[src/tpvb_pkg.sv]
// Package: request/result types, codes and controller/datapath interface structs.
`timescale 1ns / 1ps
package tpvb_pkg;

  typedef enum logic [1:0] {
    OP_SET   = 2'd0,
    OP_CLEAR = 2'd1,
    OP_READ  = 2'd2,
    OP_NONE  = 2'd3
  } op_e;

  typedef enum logic [1:0] {
    STATUS_OK      = 2'd0,
    STATUS_BAD_AID = 2'd1,
    STATUS_NO_ROOM = 2'd2
  } status_e;

  typedef struct packed {
    logic [1:0]  op;
    logic [11:0] aid;
    logic        has_traffic;
    logic [7:0]  buffer_len;
  } req_t;

  typedef struct packed {
    logic [1:0]  status;
    logic [6:0]  pvb_offset;
    logic [7:0]  bitmap_length;
    logic        group_traffic;
    logic        dozing_clients;
    logic [63:0] data_word;
    logic [3:0]  data_bytes;
    logic        last;
  } res_t;

  // controller -> datapath
  typedef struct packed {
    logic    load;
    logic    set_wr;
    logic    clear;
    logic    scan_init;
    logic    scan_rd;
    logic    stream_init;
    logic    stream_rd;
    logic    emit_ack;
    status_e ack_status;
    logic    emit_small;
  } cmd_t;

  // datapath -> controller
  typedef struct packed {
    op_e  op;
    logic aid_bad;
    logic scan_last;
    logic too_small;
    logic stream_last;
  } stat_t;

endpackage

[src/tpvb_ctrl.sv]
// Controller state machine sequencing set, clear and read requests.
`timescale 1ns / 1ps
module tpvb_ctrl (
  input  logic           clk_i,
  input  logic           rst_ni,
  input  logic           start_i,
  output logic           busy_o,
  output tpvb_pkg::cmd_t cmd_o,
  input  tpvb_pkg::stat_t stat_i
);
  import tpvb_pkg::*;

  localparam logic [2:0] StIdle        = 3'd0;
  localparam logic [2:0] StDecode      = 3'd1;
  localparam logic [2:0] StSetWr       = 3'd2;
  localparam logic [2:0] StScan        = 3'd3;
  localparam logic [2:0] StScanDrain   = 3'd4;
  localparam logic [2:0] StCalc        = 3'd5;
  localparam logic [2:0] StStream      = 3'd6;
  localparam logic [2:0] StStreamDrain = 3'd7;

  logic [2:0] state_q, state_d;

  always_ff @(posedge clk_i or negedge rst_ni) begin
    if (!rst_ni) begin
      state_q <= StIdle;
    end else begin
      state_q <= state_d;
    end
  end

  assign busy_o = (state_q != StIdle);

  always_comb begin
    state_d = state_q;
    cmd_o   = '0;
    cmd_o.ack_status = STATUS_OK;
    unique case (state_q)
      StIdle: begin
        if (start_i) begin
          cmd_o.load = 1'b1;
          state_d    = StDecode;
        end
      end
      StDecode: begin
        unique case (stat_i.op)
          OP_SET: begin
            if (stat_i.aid_bad) begin
              cmd_o.emit_ack   = 1'b1;
              cmd_o.ack_status = STATUS_BAD_AID;
              state_d          = StIdle;
            end else begin
              state_d = StSetWr;
            end
          end
          OP_CLEAR: begin
            cmd_o.clear    = 1'b1;
            cmd_o.emit_ack = 1'b1;
            state_d        = StIdle;
          end
          OP_READ: begin
            cmd_o.scan_init = 1'b1;
            state_d         = StScan;
          end
          default: begin
            cmd_o.emit_ack = 1'b1;
            state_d        = StIdle;
          end
        endcase
      end
      StSetWr: begin
        cmd_o.set_wr   = 1'b1;
        cmd_o.emit_ack = 1'b1;
        state_d        = StIdle;
      end
      StScan: begin
        cmd_o.scan_rd = 1'b1;
        if (stat_i.scan_last) state_d = StScanDrain;
      end
      StScanDrain: begin
        state_d = StCalc;
      end
      StCalc: begin
        if (stat_i.too_small) begin
          cmd_o.emit_small = 1'b1;
          state_d          = StIdle;
        end else begin
          cmd_o.stream_init = 1'b1;
          state_d           = StStream;
        end
      end
      StStream: begin
        cmd_o.stream_rd = 1'b1;
        if (stat_i.stream_last) state_d = StStreamDrain;
      end
      StStreamDrain: begin
        state_d = StIdle;
      end
      default: begin
        state_d = StIdle;
      end
    endcase
  end

endmodule

[src/tpvb_datapath.sv]
// Datapath: bitmap memory with valid bits, range scan and byte packing.
`timescale 1ns / 1ps
module tpvb_datapath #(
  parameter int unsigned AID_COUNT = 2008
) (
  input  logic            clk_i,
  input  logic            rst_ni,
  input  tpvb_pkg::req_t  req_i,
  input  tpvb_pkg::cmd_t  cmd_i,
  output tpvb_pkg::stat_t stat_o,
  output tpvb_pkg::res_t  res_o,
  output logic            res_valid_o
);
  import tpvb_pkg::*;

  localparam int unsigned MapBytes = (AID_COUNT + 7) / 8;
  localparam int unsigned AddrW    = $clog2(MapBytes);
  localparam logic [AddrW-1:0] LastAddr = AddrW'(MapBytes - 1);

  req_t req_q;

  logic [7:0]       mem [MapBytes];
  logic [MapBytes-1:0] valid_q;
  logic [7:0]       rdata_q;
  logic             rvld_q;
  logic [AddrW-1:0] raddr;
  logic [AddrW-1:0] aid_idx;

  logic [AddrW-1:0] cnt_q;
  logic             pv_q;
  logic             stream_mode_q;
  logic [AddrW-1:0] paddr_q;

  logic             found_q;
  logic             grp_q;
  logic [AddrW-1:0] first_q, last_q;

  logic [63:0] word_q;
  logic [2:0]  nb_q;
  logic [7:0]  done_q;

  logic [AddrW-1:0] n1, n2;
  logic [7:0]       len;
  logic [6:0]       offset;
  logic [7:0]       rbyte, sbyte, wbyte;
  logic [63:0]      word_nxt;
  logic             pack_emit, pack_last;

  res_t res_q;
  logic res_valid_q;

  always_ff @(posedge clk_i) begin
    if (cmd_i.load) req_q <= req_i;
  end

  assign aid_idx = AddrW'(req_q.aid >> 3);
  assign raddr   = (cmd_i.scan_rd || cmd_i.stream_rd) ? cnt_q : aid_idx;
  assign rbyte   = rvld_q ? rdata_q : 8'h00;

  // read-modify-write of the addressed byte for a set request
  always_comb begin
    wbyte = rbyte;
    wbyte[req_q.aid[2:0]] = req_q.has_traffic;
  end

  always_ff @(posedge clk_i) begin
    if (cmd_i.set_wr) mem[aid_idx] <= wbyte;
    rdata_q <= mem[raddr];
  end

  always_ff @(posedge clk_i or negedge rst_ni) begin
    if (!rst_ni) begin
      valid_q <= '0;
      rvld_q  <= 1'b0;
    end else begin
      rvld_q <= valid_q[raddr];
      if (cmd_i.clear) begin
        valid_q <= '0;
      end else if (cmd_i.set_wr) begin
        valid_q[aid_idx] <= 1'b1;
      end
    end
  end

  // scan of the map for first and last byte with a station bit set
  assign sbyte = (paddr_q == '0) ? (rbyte & 8'hFE) : rbyte;

  always_ff @(posedge clk_i or negedge rst_ni) begin
    if (!rst_ni) begin
      cnt_q         <= '0;
      pv_q          <= 1'b0;
      stream_mode_q <= 1'b0;
      paddr_q       <= '0;
      found_q       <= 1'b0;
      grp_q         <= 1'b0;
      first_q       <= '0;
      last_q        <= '0;
    end else begin
      pv_q    <= cmd_i.scan_rd || cmd_i.stream_rd;
      paddr_q <= cnt_q;
      if (cmd_i.scan_init) begin
        cnt_q         <= '0;
        found_q       <= 1'b0;
        grp_q         <= 1'b0;
        stream_mode_q <= 1'b0;
      end else if (cmd_i.stream_init) begin
        cnt_q         <= n1;
        stream_mode_q <= 1'b1;
      end else if (cmd_i.scan_rd || cmd_i.stream_rd) begin
        cnt_q <= cnt_q + 1'b1;
      end
      if (pv_q && !stream_mode_q) begin
        if (paddr_q == '0) grp_q <= rbyte[0];
        if (sbyte != 8'h00) begin
          if (!found_q) first_q <= paddr_q;
          last_q  <= paddr_q;
          found_q <= 1'b1;
        end
      end
    end
  end

  assign n1     = found_q ? (first_q & ~AddrW'(1)) : '0;
  assign n2     = found_q ? last_q : '0;
  assign len    = 8'(n2) - 8'(n1) + 8'd1;
  assign offset = 7'(8'(n1) >> 1);

  assign stat_o.op          = op_e'(req_q.op);
  assign stat_o.aid_bad     = (req_q.aid >= 12'(AID_COUNT));
  assign stat_o.scan_last   = (cnt_q == LastAddr);
  assign stat_o.too_small   = (req_q.buffer_len < len);
  assign stat_o.stream_last = (cnt_q == n2);

  // pack streamed bytes, eight to a result
  always_comb begin
    word_nxt = word_q;
    word_nxt[{nb_q, 3'b000} +: 8] = rbyte;
  end
  assign pack_last = (done_q + 8'd1 == len);
  assign pack_emit = pv_q && stream_mode_q;

  always_ff @(posedge clk_i or negedge rst_ni) begin
    if (!rst_ni) begin
      nb_q   <= '0;
      done_q <= '0;
    end else if (cmd_i.stream_init) begin
      nb_q   <= '0;
      done_q <= '0;
    end else if (pack_emit) begin
      done_q <= done_q + 8'd1;
      nb_q   <= (pack_last || nb_q == 3'd7) ? 3'd0 : nb_q + 3'd1;
    end
  end

  always_ff @(posedge clk_i) begin
    if (cmd_i.stream_init) begin
      word_q <= '0;
    end else if (pack_emit) begin
      word_q <= (pack_last || nb_q == 3'd7) ? 64'd0 : word_nxt;
    end
  end

  always_ff @(posedge clk_i or negedge rst_ni) begin
    if (!rst_ni) begin
      res_valid_q <= 1'b0;
    end else begin
      res_valid_q <= cmd_i.emit_ack || cmd_i.emit_small ||
                     (pack_emit && (pack_last || nb_q == 3'd7));
    end
  end

  always_ff @(posedge clk_i) begin
    if (cmd_i.emit_ack) begin
      res_q        <= '0;
      res_q.status <= cmd_i.ack_status;
      res_q.last   <= 1'b1;
    end else if (cmd_i.emit_small) begin
      res_q                <= '0;
      res_q.status         <= STATUS_NO_ROOM;
      res_q.bitmap_length  <= len;
      res_q.group_traffic  <= grp_q;
      res_q.dozing_clients <= found_q;
      res_q.last           <= 1'b1;
    end else if (pack_emit) begin
      res_q.status         <= STATUS_OK;
      res_q.pvb_offset     <= offset;
      res_q.bitmap_length  <= len;
      res_q.group_traffic  <= grp_q;
      res_q.dozing_clients <= found_q;
      res_q.data_word      <= word_nxt;
      res_q.data_bytes     <= {1'b0, nb_q} + 4'd1;
      res_q.last           <= pack_last;
    end
  end

  assign res_o       = res_q;
  assign res_valid_o = res_valid_q;

endmodule

[src/tim_partial_virtual_bitmap.sv]
// Top level: traffic indication map with partial virtual bitmap readout.
`timescale 1ns / 1ps
// Usage:
//   A request (req_i) is taken on a rising edge with start_i high and busy_o low.
//   Each result appears on res_o for exactly one cycle with res_valid_o high;
//   the receiver must take it then, it cannot stall the block.
//   Clear request: the whole map is emptied at once through per-byte valid bits.
//   Read request: the map of MapBytes = ceil(AID_COUNT/8) bytes (251 at the
//   default) is scanned one byte per cycle through the single memory read port,
//   then bytes N1..N2 are read one per cycle and packed eight per result.
//   When the buffer is too small, a single result is returned instead.
//   busy_o stays high until the final result of a request is issued; last marks it.
//   Reset empties the map; the block is ready in the first cycle after reset.
module tim_partial_virtual_bitmap #(
  parameter int unsigned AID_COUNT = 2008
) (
  input  logic           clk_i,
  input  logic           rst_ni,
  input  logic           start_i,
  output logic           busy_o,
  input  tpvb_pkg::req_t req_i,
  output tpvb_pkg::res_t res_o,
  output logic           res_valid_o
);
  import tpvb_pkg::*;

  cmd_t  cmd;
  stat_t stat;

  tpvb_ctrl u_ctrl (
    .clk_i   (clk_i),
    .rst_ni  (rst_ni),
    .start_i (start_i),
    .busy_o  (busy_o),
    .cmd_o   (cmd),
    .stat_i  (stat)
  );

  tpvb_datapath #(
    .AID_COUNT (AID_COUNT)
  ) u_datapath (
    .clk_i       (clk_i),
    .rst_ni      (rst_ni),
    .req_i       (req_i),
    .cmd_i       (cmd),
    .stat_o      (stat),
    .res_o       (res_o),
    .res_valid_o (res_valid_o)
  );

endmodule

[config.mk]
export PLATFORM = sky130hd
export DESIGN_NAME = tim_partial_virtual_bitmap
export DESIGN_NICKNAME = d
export VERILOG_FILES = /design/src/tpvb_pkg.sv /design/src/tpvb_ctrl.sv /design/src/tpvb_datapath.sv /design/src/tim_partial_virtual_bitmap.sv
export SDC_FILE = /design/constraint.sdc
export NUM_CORES = 2
export LEC_CHECK = 0
export ABC_CLOCK_PERIOD_IN_PS = 12100
export BUFFER_PORTS_ARGS = -buffer_cell sky130_fd_sc_hd__clkbuf_2
export CAP_MARGIN = 20
export CORE_MARGIN = 2
export CORE_UTILIZATION = 30
export CTS_CLUSTER_DIAMETER = 100
export DETAILED_ROUTE_END_ITERATION = 7
export PLACE_DENSITY = 0.42
export SETUP_SLACK_MARGIN = 0.02
export SLEW_MARGIN = 5
export SYNTH_ARGS = -nofsm -noshare
export SYNTH_HDL_FRONTEND = slang
export SYNTH_SLANG_ARGS = --single-unit
[constraint.sdc]
create_clock -name clk_i -period 12.1 [get_ports clk_i]
set_input_delay 0.605 -clock clk_i [delete_from_list [all_inputs] [get_ports clk_i]]
set_output_delay 0.605 -clock clk_i [all_outputs]
set_load 0.005 [all_outputs]
== Word level (Yosys, flattened, before mapping) ==
Memories as Yosys holds them, arrays and structs flattened. A register that Yosys moved wholly into a read port is not among the register bits.
Index checks and enable logic that the tools add are counted.

* Output and inout port bits: 90
* Memories kept: 1
* Input port bits: 26
* Register bits: 478
* Logic and storage cells: 149
* RAM bits: 2,008

{| class="wikitable"
|+ Memories
! memory !! words !! bits a word !! rd ports !! clocked after memory_dff !! wr ports !! line !! source
|-
| u_datapath.mem || 251 || 8 || 1 || 1 || 1 || tpvb_datapath.sv:22 || <nowiki>logic [7:0] mem [MapBytes];</nowiki>
|}

* Muxes and demuxes: 61
* Reduce and logical (&&, ||, !) cells: 26
* Shifts and indexed selects: 2
* Add/sub/neg operators: 7
* $lt $le $gt $ge: 7
* Bitwise logic cells: 2
* Equality and inequality tests: 16

{| class="wikitable"
|+ Operators by type and width
! cell !! number
|-
| $mux W251 || 2
|-
| $mux W88 || 3
|-
| $or A251 B251 Y251 || 1
|-
| $mux W8 || 9
|-
| $bwmux W64 || 1
|-
| $mux W64 || 1
|-
| $shift A8 B8 Y64 const A || 1
|-
| $shiftx A8 B8 Y64 || 1
|-
| $mux W1 || 25
|-
| $add A8 B1 Y8 const B || 3
|-
| $mux W3 || 8
|-
| $pmux W3 S7 || 1
|-
| $lt A8 B9 Y1 const B || 2
|-
| $eq A8 B8 Y1 || 2
|-
| $eq A3 B3 Y1 const B || 5
|-
| $ge A12 B11 Y1 const B || 1
|-
| $reduce_bool A3 Y1 || 3
|-
| $bmux W1 S8 || 1
|-
| $bwmux W8 || 1
|-
| $demux W1 S8 || 1
|-
| $eq A8 B8 Y1 const B || 1
|-
| $ge A8 B1 Y1 const B || 1
|-
| $logic_not A8 Y1 || 1
|-
| $lt A8 B8 Y1 || 1
|-
| 26 further kinds || 45
|}

== Depth between registers and ports, before layout ==
* Depth in word-level cells: 8
* Mapped depth: 20
* Depth with buffers taken out: 17

== Cells and area by module ==
A second synthesis with hierarchy kept.

* Cells, all modules: 6,698
* Area, all modules: 99,837.0 µm²

{| class="wikitable"
|+ Modules (own cells, without submodules)
! module !! area an instance (µm²) !! instances !! cells each
|-
| tpvb_datapath || 99,489.2 || 1 || 6,655
|-
| tpvb_ctrl || 347.8 || 1 || 43
|}

== Worst setup path before layout ==
OpenSTA, ideal clock, no wires.

* Path type: register to register
* Start point: register u_datapath.rvld_q
* End point: memory u_datapath.mem[0][4], data pin
* Arrival time: 10,599 ps
* Path buffers: 1
* Setup time: 2,152 ps
* Path slack: -651 ps
* Data required time: 9,948 ps
* Cell stages (with the launch flop): 4
* Clock period less this slack: 12,751 ps
* Cell sequence: dfrtp_1 > clkbuf_1 > nand2_1 > o21ai_0

* Longest elaborated chain between the ends: 2

{| class="wikitable"
|+ Ends and longest elaborated chain
! item !! line !! source
|-
| from (decl) || tpvb_datapath.sv:25 || <nowiki>logic rvld_q;</nowiki>
|-
| from (signal assigned) || tpvb_datapath.sv:76 || <nowiki>rvld_q <= valid_q[raddr];</nowiki>
|-
| $mux W8 || tpvb_datapath.sv:58 || <nowiki>assign rbyte = rvld_q ? rdata_q : 8'h00;</nowiki>
|-
| $bwmux W8 || tpvb_datapath.sv:63 || <nowiki>wbyte[req_q.aid[2:0]] = req_q.has_traffic;</nowiki>
|-
| net u_datapath.wbyte[4] || tpvb_datapath.sv:45 || <nowiki>logic [7:0] rbyte, sbyte, wbyte;</nowiki>
|-
| to (decl) || tpvb_datapath.sv:22 ||
|}

The timed path passes the listed nets, and every way through them passes these cells.

== Final worst setup path ==
* Start point: register u_ctrl.state_q[2]
* End point: register u_datapath.rdata_q[2] (read register of u_datapath.mem)

* Longest elaborated chain between the ends: 4
* Elaborated cells on any way between the ends: 6
* Those cells by class: eq/ne (2); mux (3); reduce/logical (1)

{| class="wikitable"
|+ Ends and longest elaborated chain
! item !! line !! source
|-
| from (decl) || tpvb_ctrl.sv:22 || <nowiki>logic [2:0] state_q, state_d;</nowiki>
|-
| from (signal assigned) || tpvb_ctrl.sv:26 || <nowiki>state_q <= StIdle;</nowiki>
|-
| from (signal assigned) || tpvb_ctrl.sv:28 || <nowiki>state_q <= state_d;</nowiki>
|-
| $eq A3 B2 Y1 or $eq A3 B3 Y1 (tied branches) || tpvb_ctrl.sv:38 || <nowiki>unique case (state_q)</nowiki>
|-
| $mux W1 || tpvb_ctrl.sv:38 ||
|-
| $logic_or A1 B1 Y1 (*) || tpvb_datapath.sv:57 || <nowiki>assign raddr = (cmd_i.scan_rd || cmd_i.stream_rd) ? cnt_q : aid_idx;</nowiki>
|-
| $mux W8 (*) || tpvb_datapath.sv:57 ||
|-
| to (decl) || tpvb_datapath.sv:24 || <nowiki>logic [7:0] rdata_q;</nowiki>
|}

Mark *: on every way between the ends. The rest lies on a longest branch, timed or not.
A chain may end at the register's enable or synchronous reset.

==> impl_metrics.toml <==
[routing]
viasPerCell = 5.449
routedWlPerCell_um = 31.32
ant_nets = 0
wl_mm = 374.0
drtIter0Drc = 7152
num_vias = 65070
firstDrtPassIters = 6
drcViolationCount = 0

[setup_path]
start_kind = "flop"
required_ns = 12.85
end_kind = "flop"
slowest_delay_ns = 0.99
path_class = "reg2reg"
path_max_fanout = 83
timing.critical_path.buf_inv = 2
crit_family = "compound AO/OA/AOI/OAI gates"
slowest_stage = "a2111oi_0"
crit_top_cell = "buf_4"
cp_cell_sequence = "xor2_4, buf_4, nand3_4, nand2_8, buf_4, mux4_2, a2111oi_0, nand3_1, a32oi_1, o22ai_1"
crit_arrival_ns = 7.32

[timing]
maxSlewViolCount = 0
relSlewSlack_pct = 11.26
skew_ns = 0.05809
worst_pin_slew_ns = 1.331
rsz0062_at_grt = "false"
period_needed_ns = 6.566
finalSetupTns_ns = 0
finalSetupViolations = 0
fmax_ghz = 0.1523
final-hold-violation-count = 0
finalCritPeriodShare_pct = 54.27

[synthesis]
synthAdderAreaFrac_pct = 0.3181
synth.top_cells.by_count = "edfxtp_1, nand2_1, nor2_1"
yosys.area_share.simple_pct = 8.956
synthDistinctLibCells = 92
yosys_warnings = 0
ys_seq_elements = 2493
yosysMostFrequentCell = "edfxtp_1"
synth_top_family_by_area = "compound AO/OA/AOI/OAI gates"
synth_top_area_share_pct = 60.63
netlist_instances = 7105
ys.flop_type = "edfxtp_1"
syn_nets = 7156
muxShareOfSynthArea_pct = 5.823
synth-edff-count = 2033
synthArstFlopShare_pct = 12.11
synth-compound-area-share_pct = 10.78
synthXorXnorAreaFrac_pct = 0.4125
synth.area.top_cells = "edfxtp_1, dfrtp_1, nand2_1, dfxtp_1, mux4_2"
synth_largest_area_cell = "edfxtp_1"
syn_area_um2 = 100700
syn_area_per_cell_um2 = 14.17
ys_seq_area_share_pct = 71.27

[die]
rows = 212
die_y_um = 583.4
start_util_pct = 30.18
die_w_um = 583.4
die_area_um2 = 340300
coreArea_um2 = 333700
pin_count = 116

[clocking]
cts-root-buf = "clkbuf_16"
numClockSinks = 2493
clockBufferDepth = 4
clk_pin_slew_worst_paths_ns = 0.06
cts_hold_buf = 24
cts_tree = "built"
cts_buffers = 288
insertion_delay_ns = 0.94
h-tree-depth = 5
cts_setup_buffers = 0
ctsResizeCount = 0

[global_route]
track_usage_pct = 21.44
grt_pass1_wl_mm = 519.8
grt_pass1_vias = 62650
antenna_found_initial = 26
grt_max_degree = 182
grt.overflow.total = 0

[run]
maxCapViolCount = 0

[pwr]
total_power_mw = 26.73
p_leak_nw = 40.24
irDropWorstVdd_v = 0.0001556
powerDensity_nw_per_um2 = 228.3

[placement]
port_buffers = 115
place_congestion = 0.8144
hpwl_mm = 223.1

[layout]
area_delta_synth_final_pct = 16.28
layout-drive-gt1-share_pct = 14.07
final_nets = 7366

[run_status]
status = "finished clean"

[min_path]
hp-class = "in2reg"
-- registers in the layout, indices dropped and copies added, names as in the netlist, 2 cells and up --
| register | count |
|---|---|
| u_datapath.mem | 2008 |
| u_datapath.valid_q | 251 |
| u_datapath.res_o | 88 |
| u_datapath.word_q | 64 |
| u_datapath.req_q | 13 |
| u_datapath.aid_idx | 8 |
| u_datapath.cnt_q | 8 |
| u_datapath.done_q | 8 |
| u_datapath.last_q | 8 |
| u_datapath.paddr_q | 8 |
| u_datapath.rdata_q | 8 |
| u_datapath.first_q | 7 |
| u_ctrl.state_q | 3 |
| u_datapath.nb_q | 3 |
| u_datapath.stat_o | 2 |
-- cell type report --
cell class,count,area (µm²)
Inverter,18,70.07
Clock buffer,401,8010
Multi-Input combinational cell,4075,27050
Antenna cell,5,12.51
Clock inverter,124,1270
Sequential cell,2493,71770
Tap cell,4387,5489
Timing Repair Buffer,439,3420
Fill cell,32140,216600
-- per-layer routing --
metal / routed length, µm / vias to the layer above / share of wire [%] / track usage, %
met3: 24650 / 535 / 6.6 / 3.115
met1: 165800 / 34350 / 44 / 30.46
met5: 78 / - / 0.021 / 0
li1: - / 27710 / - / -
met4: 10530 / 12 / 2.8 / 5.667
met2: 173000 / 2460 / 46 / 34.20
-- through the flow --
stage	hold WS, ns	setup WS, ns	instance area (µm²)	instances	utilization [%]
global placement	0.4411	5.492	106900	11330	32.04
detailed placement	0.4522	5.621	107300	11360	32.14
CTS	0.07115	5.632	116800	11910	34.99
finish	0.1332	5.534	117100	11940	35.09
floorplan	0.3094	3.655	100700	7105	-
global route	0.1270	5.485	117100	11940	35.09
-- worst min-delay path, stage by stage --
cell,delay [ns]
clkbuf_2,0.12
a221oi_1,0.09
a31oi_1,0.15
-- cells in the final DEF, fill, tap and decap left out, types with 208 or more instances in the layout --
cell type / Yosys / routed
a21oi_1: 210 / 208
mux2i_1: 246 / 241
edfxtp_1: 2033 / 2033
dfrtp_1: 302 / 301
nor2_1: 443 / 435
nand2_1: 1014 / 1013
buf_4: 49 / 252
o21a_1: 252 / 252
a211oi_1: 254 / 253
nand3_1: 239 / 229
clkbuf_16: 0 / 295
-- cells by family (layout without fill, tap and decap cells) --
family / Yosys count / after routing
compound gates: 1525 / 1525
xor+xnor: 45 / 45
fa+ha+maj: 25 / 25
buf+inv: 537 / 982
flops: 2493 / 2493
mux: 413 / 413
other cells: 0 / 5
simple gates: 2067 / 2067
-- where the power goes --
group          internal (mW)  switching, mW  leakage [nW]
sequential              10.2          0.157          24.1
combinational           1.88           5.81          11.6
clock                   5.06           3.65          4.53
total                   17.1           9.61          40.2
-- worst paths after layout --
check	startpoint	to	slack, ns	depth (start not counted)
setup / recovery	u_ctrl.state_q[2]	u_datapath.rdata_q[2]	5.53	10
max in group asynchronous	rst_ni	u_datapath.valid_q[97]	9.77	4
min in group asynchronous	rst_ni	u_datapath.valid_q[137]	0.29	2
hold reg to reg	u_datapath.res_o[2]	u_datapath.res_o[2]	0.46	2
setup reg to reg	u_ctrl.state_q[2]	u_datapath.rdata_q[2]	5.53	10
hold / removal	start_i	u_ctrl.state_q[0]	0.13	3
No activity file was read; power rests on OpenSTA's default activity.
